<file path="config.mk">
export PLATFORM = sky130hd
export DESIGN_NAME = icbd_ctrl
export DESIGN_NICKNAME = d
export VERILOG_FILES = /design/src/rtl/core/icbd_pkg.sv /design/src/rtl/core/icbd_ctrl.sv
export VERILOG_INCLUDE_DIRS = /design/src /design/src/rtl/core
export SDC_FILE = /design/constraint.sdc
export NUM_CORES = 1
export LEC_CHECK = 0
export BUFFER_PORTS_ARGS = -buffer_cell sky130_fd_sc_hd__buf_2
export CAP_MARGIN = 20
export CORE_AREA = 2 2 39 41
export DETAILED_ROUTE_END_ITERATION = 10
export DIE_AREA = 0 0 41 43
export PLACE_DENSITY_LB_ADDON = 0.25
export SYNTH_ARGS = -nofsm -noshare
export SYNTH_HDL_FRONTEND = slang
export SYNTH_SLANG_ARGS = --single-unit
</file>
<file path="constraint.sdc">
create_clock -name clk -period 3.15 [get_ports clk]
set_clock_uncertainty 0.15 [all_clocks]
set_input_delay 0.7875 -clock clk [delete_from_list [all_inputs] [get_ports clk]]
set_output_delay 0.7875 -clock clk [all_outputs]
set_load 0.1 [all_outputs]
</file>
<file path="src/rtl/core/ide_card_bus_decoder_defines.svh">
// ----------------------------------------------------------------------------
// ide_card_bus_decoder_defines.svh
// Assertion macros for the IDE card bus decoder
// ----------------------------------------------------------------------------
`ifndef IDE_CARD_BUS_DECODER_DEFINES_SVH
`define IDE_CARD_BUS_DECODER_DEFINES_SVH
`ifndef SYNTHESIS
// antecedent holds, consequent holds in the same cycle
`define ICBD_ASSERT_SAME(lbl, ante, cons, msg) \
  lbl: assert property (@(posedge clk) disable iff (!rst_n) (ante) |-> (cons)) \
    else $error(msg);
// antecedent holds, consequent holds in the following cycle
`define ICBD_ASSERT_NEXT(lbl, ante, cons, msg) \
  lbl: assert property (@(posedge clk) disable iff (!rst_n) (ante) |=> (cons)) \
    else $error(msg);
`else
`define ICBD_ASSERT_SAME(lbl, ante, cons, msg)
`define ICBD_ASSERT_NEXT(lbl, ante, cons, msg)
`endif
`endif

</file>
<file path="src/rtl/core/icbd_pkg.sv">
// ----------------------------------------------------------------------------
// icbd_pkg
// Types and constants shared by the IDE card bus decoder modules
// ----------------------------------------------------------------------------
package icbd_pkg;

  localparam int SRAM_PAGE_BYTES  = 8192;
  localparam int CLOCK_PAGE_BYTES = 32;
  localparam int CREG_DEPTH       = 64;

  // control bit positions
  localparam int BIT_WINDOW       = 1;
  localparam int BIT_PAGE_SWITCH  = 2;
  localparam int BIT_PAGE_FORCE   = 3;
  localparam int BIT_WRITE_PROT   = 5;
  localparam int BIT_DRIVE_RESET  = 7;

  typedef enum logic [1:0] {
    KIND_CTRL_RD = 2'd0,
    KIND_CTRL_WR = 2'd1,
    KIND_MEM_RD  = 2'd2,
    KIND_MEM_WR  = 2'd3
  } kind_t;

  typedef enum logic [1:0] {
    ACC_NONE  = 2'd0,
    ACC_READ  = 2'd1,
    ACC_WRITE = 2'd2
  } access_t;

  typedef enum logic [1:0] {
    RSRC_REG  = 2'd0,
    RSRC_CRAM = 2'd1,
    RSRC_CREG = 2'd2,
    RSRC_SRAM = 2'd3
  } rsrc_t;

  typedef enum logic [1:0] {
    ST_IDLE = 2'd0,
    ST_EXEC = 2'd1,
    ST_DONE = 2'd2
  } state_t;

  typedef struct packed {
    logic capture;
    logic exec;
    logic load;
  } cmd_t;

  typedef struct packed {
    logic slot_free;
  } stat_t;

endpackage

</file>
<file path="src/rtl/core/icbd_ctrl.sv">
// ----------------------------------------------------------------------------
// icbd_ctrl
// Sequencer: accept a word, execute it, deliver the result
// ----------------------------------------------------------------------------
`include "ide_card_bus_decoder_defines.svh"

module icbd_ctrl (
  input  logic            clk,
  input  logic            rst_n,
  input  logic            in_valid,
  output logic            in_ready,
  input  icbd_pkg::stat_t stat,
  output icbd_pkg::cmd_t  cmd
);

  icbd_pkg::state_t state_r, state_nxt;
  logic             accept;

  assign accept = in_valid && in_ready;

  always_comb begin
    state_nxt = state_r;
    case (state_r)
      icbd_pkg::ST_IDLE: begin
        if (accept) state_nxt = icbd_pkg::ST_EXEC;
      end
      icbd_pkg::ST_EXEC: begin
        state_nxt = icbd_pkg::ST_DONE;
      end
      icbd_pkg::ST_DONE: begin
        if (stat.slot_free) begin
          state_nxt = accept ? icbd_pkg::ST_EXEC : icbd_pkg::ST_IDLE;
        end
      end
      default: begin
        state_nxt = icbd_pkg::ST_IDLE;
      end
    endcase
  end

  always_comb begin
    in_ready    = 1'b0;
    cmd.exec    = 1'b0;
    cmd.load    = 1'b0;
    case (state_r)
      icbd_pkg::ST_IDLE: begin
        in_ready = 1'b1;
      end
      icbd_pkg::ST_EXEC: begin
        cmd.exec = 1'b1;
      end
      icbd_pkg::ST_DONE: begin
        // next word may come in as the finished one leaves
        in_ready = stat.slot_free;
        cmd.load = stat.slot_free;
      end
      default: begin
        in_ready = 1'b0;
      end
    endcase
    cmd.capture = in_valid && in_ready;
  end

  always_ff @(posedge clk) begin
    if (!rst_n) begin
      state_r <= icbd_pkg::ST_IDLE;
    end else begin
      state_r <= state_nxt;
    end
  end

  `ICBD_ASSERT_NEXT(a_accept_exec, accept, state_r == icbd_pkg::ST_EXEC, "accepted word not executed")
  `ICBD_ASSERT_NEXT(a_exec_done, state_r == icbd_pkg::ST_EXEC, state_r == icbd_pkg::ST_DONE, "execute not followed by done")
  `ICBD_ASSERT_NEXT(a_hold_done, state_r == icbd_pkg::ST_DONE && !stat.slot_free, state_r == icbd_pkg::ST_DONE, "result lost while output held")
  `ICBD_ASSERT_SAME(a_load_free, cmd.load, stat.slot_free && state_r == icbd_pkg::ST_DONE, "result loaded into full slot")

endmodule

</file>
==> results.json, run 1 <==
{
  "largestRegisters": "state_r x2",
  "mostFrequentLayoutCells": "7 x buf_2, 3 x clkbuf_4, 2 x nor2_1, 2 x nor3b_1, 2 x dfxtp_1",
  "tightest_slew_ns": 0.489,
  "setup_viol": 0,
  "fin_crit_ns": 2.53,
  "die_w_um": 41,
  "routedWlPerCell_um": 7.59,
  "final_util_pct": 13.1,
  "portBuffers": 7,
  "rsz0062_at_grt": "false",
  "finalHoldViolations": 0,
  "numCtsBuffers": 3,
  "fmax_ghz": 0.396,
  "min-delay-path-class": "flip-flop to flip-flop",
  "io_pins": 8,
  "syn_area_um2": 119,
  "placed_area_um2": 159,
  "worstPathMaxFanout": 3,
  "netlist-cell-type-count": 9,
  "p_leak_nw": 0.0832,
  "grt_usage_pct": 4.10,
  "end_kind": "output pin",
  "syn_inst": 13,
  "hold_slack_ns": 0.397,
  "crit_type": "input port to output pin",
  "synth_xor_area_share_pct": 0,
  "drc": 0,
  "grt_start_max_net_pins": 7,
  "coreArea_um2": 1380,
  "drt_iter0_drc": 3,
  "cp.required_ns": 2.21,
  "cp-start-kind": "input port",
  "synth_top_family_by_area": "simple AND/OR/NAND/NOR gates",
  "dpl.cell_count": 34,
  "place.gp.congestion": 0.539,
  "yosysWarnings": 0,
  "setup_ws_ns": 0.623,
  "start_util_pct": 8.59,
  "clk_pin_slew_ns": 0.03,
  "synthMuxAreaShare_pct": 0,
  "ant_nets": 0,
  "fill_cells": 152,
  "finalInstanceArea_um2": 181,
  "period_share_pct": 80.2,
  "instances_no_fill": 37,
  "largest_reg_flops": 2,
  "synth_compound_area_share_pct": 6.32,
  "max_slew_margin_pct": 67.6,
  "via_count": 113,
  "outcome": "finished, final reports clean",
  "power_mw": 0.120,
  "num_antenna_cells": 0,
  "insertion_delay_ns": 0.22,
  "seq_area_frac_synth_pct": 33.7,
  "ys_seq_elements": 2,
  "grt_pass1_vias": 112,
  "die_h_um": 43,
  "synth_adder_area_share_pct": 0,
  "arrival_ns": 1.59,
  "cts_hold_buf": 0,
  "cts_tree": "yes",
  "cts_root_buf": "clkbuf_4",
  "cts.sinks": 2,
  "antenna_found_initial": 0,
  "htreeDepth": 1,
  "postCtsSetupBuffers": 0,
  "syn2layout_area_growth_pct": 52.6,
  "dr.pass1.iters": 2,
  "grt_pass1_wl_um": 386,
  "avgSynthCellArea_um2": 9.14,
  "clock_path_buffers": 2,
  "power.density_nw_per_um2": 664,
  "dp_worst_setup_slack_ns": 0.613,
  "peakVddDrop_v": 0.000196,
  "final_max_slew_viol_count": 0,
  "totalWireLength_um": 281,
  "synth_nets": 17,
  "synthSimpleGateAreaFrac_pct": 47.4,
  "die-area_um2": 1760,
  "tns_ns": 0,
  "drt-vias-per-instance": 3.05,
  "postCtsResizedCells": 0,
  "nets": 27,
  "grt_overflow": 0,
  "fp-row-count": 14,
  "largest_register": "state_r",
  "layout_commonest_cell": "buf_2",
  "maxCapViolCount": 0,
  "drive_above_1_share_pct": 52.4
}
synthesized netlist by cell type, drive strengths merged:
cell    n  area share (%)
buf     2              13
dfxtp   2              34
nor2    2             6.3
nor3b   2              13
and2b   1             6.3
nand2   1             3.2
nor2b   1             5.3
nor4bb  1              14
o21a    1             6.3
cells by family (layout without fill, tap and decap cells):
family / Yosys count / count (layout)
AOI/OAI and AO/OA: 1 / 1
buffers and inverters: 2 / 10
DFF: 2 / 2
and+or+nand+nor: 8 / 8
metal layers:
layer	global-route usage [%]	wire length, um
met1	3.82	132
met2	3.13	86
met3	5.24	62
met4	6.00	0
met5	0	0
path summary, 6_finish.rpt:
path	depth (start not counted)	from	slack, ns	end
setup / recovery	4	stat	0.62	cmd[2]
hold / removal	1	state_r[0]	0.40	state_r[0]
setup reg to reg	2	state_r[0]	2.18	state_r[1]
hold reg to reg	1	state_r[0]	0.40	state_r[0]
layout make-up:
type	count	area [um2]	area share, %
Clock buffer	3	22.5	12.4
Multi-Input combinational cell	9	63.8	35.2
Sequential cell	2	40.0	22.1
Tap cell	16	20.0	11.0
Timing Repair Buffer	7	35.0	19.3
where the power goes:
part	total, mW	internal, mW	switching [mW]
Clock	0.0562	0.0420	0.0142
Combinational	0.0354	0.00698	0.0284
Sequential	0.0288	0.0271	0.00176
Total	0.120	0.0760	0.0444
worst max-delay path: stages:
cell and delay (ns):
buf_2 0.10, nor2b_1 0.07, nor3b_1 0.18, buf_2 0.45
(Power assumes the default switching activity.)
==> inputs of run 2 (changes only) <==
clock period = 2.37 ns   (was 3.15 ns; I/O delays follow)
==> run 2 against run 1 <==
Compared with the run above: total power up 37%; setup slack worse by 0.36 ns; global-route usage up 0.30 points; largest cell class unchanged; hold slack better by 0.016 ns; core utilization up 1.4 points; clock power up 30%; largest power group unchanged; cell count unchanged; sequential share of layout area down 2.2 points; first-iteration DRC count down 67%.
==> results.json, run 2 (same netlist as run 1, synthesis figures left out) <==
{
  "end_kind": "output pin",
  "critPathLaunch": "stat",
  "hpwl_um": 217,
  "postCtsSetupBuffers": 0,
  "cts_root_buf": "clkbuf_4",
  "p_leak_nw": 0.0882,
  "cts_tree": "yes",
  "path_buf_inv": 2,
  "drt-vias-per-instance": 3.00,
  "min-delay-start": "state_r[0]",
  "fin_crit_ns": 2.11,
  "period_share_pct": 88.8,
  "fp-row-count": 14,
  "drive_above_1_share_pct": 61.9,
  "grt_pass1_wl_um": 455,
  "grt_start_max_net_pins": 7,
  "clk_pin_slew_ns": 0.03,
  "numCtsBuffers": 3,
  "cts.sinks": 2,
  "final_max_slew_viol_count": 0,
  "crit_type": "input port to output pin",
  "die_w_um": 41,
  "clock_path_buffers": 2,
  "maxCapViolCount": 0,
  "insertion_delay_ns": 0.22,
  "setup_viol": 0,
  "portBuffers": 7,
  "ant_nets": 0,
  "outcome": "finished, final reports clean",
  "power.density_nw_per_um2": 818,
  "mostFrequentLayoutCells": "6 x buf_2, 3 x clkbuf_4, 2 x nor2_2, 2 x nor3b_1, 2 x dfxtp_1",
  "critPathTopFamily": "simple AND/OR/NAND/NOR gates",
  "drc": 0,
  "num_antenna_cells": 0,
  "drt_iter0_drc": 1,
  "tightest_slew_ns": 0.489,
  "dr.pass1.iters": 2,
  "critical_path.slowest_cell": "nor3b_1",
  "htreeDepth": 1,
  "grt_usage_pct": 4.41,
  "coreArea_um2": 1380,
  "finalHoldViolations": 0,
  "r2r-start": "state_r[0]",
  "largest_reg_flops": 2,
  "peakVddDrop_v": 0.000143,
  "worstPathMaxFanout": 3,
  "min-delay-path-class": "flip-flop to flip-flop",
  "layout_commonest_cell": "buf_2",
  "routedWlPerCell_um": 7.38,
  "grt_pass1_vias": 126,
  "die_h_um": 43,
  "cp-start-kind": "input port",
  "via_count": 111,
  "place.gp.congestion": 0.569,
  "cp.required_ns": 1.63,
  "tns_ns": 0,
  "io_pins": 8,
  "largestRegisters": "state_r x2",
  "die-area_um2": 1760,
  "rsz0062_at_grt": "false",
  "grt_overflow": 0,
  "crit_chain": "buf_2 -> nor2b_1 -> nor3b_1 -> buf_12",
  "start_util_pct": 8.59,
  "fmax_ghz": 0.475,
  "fill_cells": 152,
  "max_stage_delay_ns": 0.36,
  "arrival_ns": 1.36,
  "antenna_found_initial": 0,
  "totalWireLength_um": 273,
  "max_slew_margin_pct": 67.6,
  "postCtsResizedCells": 0,
  "finalInstanceArea_um2": 201,
  "syn2layout_area_growth_pct": 69.5,
  "nets": 27,
  "largest_register": "state_r",
  "cts_hold_buf": 0,
  "placed_area_um2": 179
}
run 2: cell types whose count changed in the layout (fill, tap and decap cells not counted):
cell,before,now
buf_12,0,1
buf_2,7,6
nor2_1,2,0
nor2_2,0,2
run 2: cell type report:
cell class | instances | area, um2 | area share [%]
Sequential cell | 2 | 40.0 | 19.9
Timing Repair Buffer | 7 | 50.0 | 24.8
Tap cell | 16 | 20.0 | 9.94
Clock buffer | 3 | 22.5 | 11.2
Multi-Input combinational cell | 9 | 68.8 | 34.2
run 2: final timing paths:
path                endpoint  slack, ns  depth (start not counted)
hold / removal    state_r[0]       0.41                          1
setup reg to reg  state_r[1]       1.38                          2
setup / recovery      cmd[2]       0.26                          4
hold reg to reg   state_r[0]       0.41                          1
run 2: power by group:
part	internal [mW]	switching [mW]	total, mW
Clock	0.0557	0.0176	0.0733
Sequential	0.0360	0.00255	0.0385
Combinational	0.0139	0.0391	0.0530
run 2: metrics by stage:
| step | worst slack [ns] | power, mW | cells | util, % | hold WS [ns] |
|---|---|---|---|---|---|
| finish | 0.265 | 0.165 | 37 | 14.6 | 0.413 |
| global route | 0.205 | 0.173 | 37 | 14.6 | 0.469 |
| CTS | 0.242 | 0.171 | 37 | 14.6 | 0.418 |
| detailed placement | 0.266 | 0.0923 | 34 | 12.9 | 0.414 |
| global placement | 0.282 | 0.0916 | 34 | 12.9 | 0.403 |
| floorplan | 0.189 | 0.0821 | 13 | - | 0.379 |
run 2: layer usage:
layer  global-route usage, %  share of wire (%)  up-vias
met1                    4.47                 40       45
met5                       0                  0        -
met3                    2.62                 24        0
li1                        -                  -       58
met2                    4.06                 35        8
met4                    8.00                  0        0
==> inputs of run 3 (changes only) <==
GPL_TIMING_DRIVEN = 0   (was not set)
==> run 3 against run 2 <==
Compared with the run above: core utilization unchanged; total power down 1.1%; critical endpoint unchanged; critical path type unchanged; highest routed layer unchanged; flip-flop and latch count unchanged; wire length is 5.9% lower; largest power group unchanged.
==> results.json, run 3 (same netlist as run 1, synthesis figures left out) <==
{
  "crit_type": "input port to output pin",
  "io_pins": 8,
  "final_max_slew_viol_count": 0,
  "nets": 29,
  "layout_commonest_cell": "buf_2",
  "totalWireLength_um": 257,
  "hold_depth": 1,
  "min-delay-start": "state_r[0]",
  "die-area_um2": 1760,
  "numCtsBuffers": 3,
  "clk_pin_slew_ns": 0.03,
  "grt_pass1_wl_um": 441,
  "dr_wl_met2_um": 85,
  "largest_reg_flops": 2,
  "placed_area_um2": 179,
  "insertion_delay_ns": 0.22,
  "start_util_pct": 8.59,
  "setup_viol": 0,
  "largest_register": "state_r",
  "ant_nets": 0,
  "critPathTopFamily": "buffers and inverters",
  "max_slew_margin_pct": 67.8,
  "path_buf_inv": 3,
  "place.gp.congestion": 0.562,
  "dr.pass1.iters": 1,
  "reg2reg_to": "state_r[1]",
  "fin_crit_ns": 2.23,
  "power.density_nw_per_um2": 809,
  "mostFrequentLayoutCells": "7 x buf_2, 3 x clkbuf_4",
  "dp_worst_setup_slack_ns": 0.123,
  "maxCapViolCount": 0,
  "finalInstanceArea_um2": 201,
  "critical_path.slowest_cell": "buf_2",
  "postCtsResizedCells": 0,
  "drt-vias-per-instance": 2.92,
  "crit_chain": "buf_2 -> nor2b_1 -> nor3b_1 -> buf_4 -> buf_2",
  "grt_usage_pct": 4.31,
  "postCtsSetupBuffers": 0,
  "tns_ns": 0,
  "drc": 0,
  "max_stage_delay_ns": 0.41,
  "die_w_um": 41,
  "end_kind": "output pin",
  "rsz0062_at_grt": "false",
  "cp.required_ns": 1.63,
  "ff2ff_path_depth": 2,
  "worstPathMaxFanout": 3,
  "cts_root_buf": "clkbuf_4",
  "period_share_pct": 94.2,
  "setup_ws_ns": 0.137,
  "cts.sinks": 2,
  "largestRegisters": "state_r x2",
  "finalHoldViolations": 0,
  "crit_top_cell": "buf_2",
  "coreArea_um2": 1380,
  "fmax_ghz": 0.448,
  "peakVddDrop_v": 0.000220,
  "hold_slack_ns": 0.420,
  "via_count": 114,
  "htreeDepth": 1,
  "wl_met3_um": 43,
  "portBuffers": 7,
  "top_layer": "met3",
  "final_util_pct": 14.6,
  "num_antenna_cells": 0,
  "wl_met1_um": 128,
  "clock_path_buffers": 2,
  "min-delay-path-class": "flip-flop to flip-flop",
  "reg2reg_slack_ns": 1.38,
  "routedWlPerCell_um": 6.59,
  "grt_start_max_net_pins": 7,
  "cts_tree": "yes",
  "tightest_slew_ns": 0.487,
  "outcome": "finished, final reports clean",
  "syn2layout_area_growth_pct": 69.5,
  "drt_iter0_drc": 0,
  "p_leak_nw": 0.0936,
  "arrival_ns": 1.49,
  "holdPathEnd": "state_r[0]",
  "grt_pass1_vias": 132,
  "cp-start-kind": "input port",
  "cts_hold_buf": 0,
  "antenna_found_initial": 0,
  "grt_overflow": 0,
  "fp-row-count": 14,
  "drive_above_1_share_pct": 65.2,
  "die_h_um": 43,
  "r2r-start": "state_r[0]"
}
==> run 3: cell count changes in the layout (fill, tap and decap cells not counted), sizes merged <==
cell and change:
buf +2
==> run 3: metrics by stage <==
step | cells | power (mW)
finish | 39 | 0.163
global route | 39 | 0.172
CTS | 39 | 0.169
detailed placement | 36 | 0.0903
global placement | 36 | 0.0897
floorplan | 13 | 0.0821
==> run 3: worst reg2reg max path, stage by stage (launching register included) <==
cell,delay [ns]
dfxtp_1,0.36
and2b_1,0.20
o21a_1,0.18
==> run 3: final cells by class <==
class | count | area (um2)
Multi-Input combinational cell | 9 | 68.8
Tap cell | 16 | 20.0
Fill cell | 157 | 1180
Timing Repair Buffer | 7 | 35.0
Clock buffer | 3 | 22.5
Sequential cell | 2 | 40.0
Buffer | 2 | 15.0
==> run 3: worst max-delay path by stage <==
stage / start / cells past startpoint / slack, ns / to
floorplan: stat / 2 / 0.19 / in_ready
detailed placement: stat / 5 / 0.12 / cmd[2]
global placement: stat / 5 / 0.13 / cmd[2]
finish: stat / 5 / 0.14 / cmd[2]
CTS: stat / 5 / 0.12 / cmd[2]
global route: stat / 5 / 0.04 / cmd[2]
==> run 3: per-layer routing <==
layer  GRT usage, %  vias up
li1               -       63
met1           4.49       43
met2           4.06        8
met3           2.09        0
met4           8.00        0
met5              0        -
==> run 3: power by group <==
part	switching (mW)	total [mW]	internal (mW)
Clock	0.0179	0.0736	0.0557
Sequential	0.00261	0.0386	0.0360
Combinational	0.0384	0.0508	0.0124
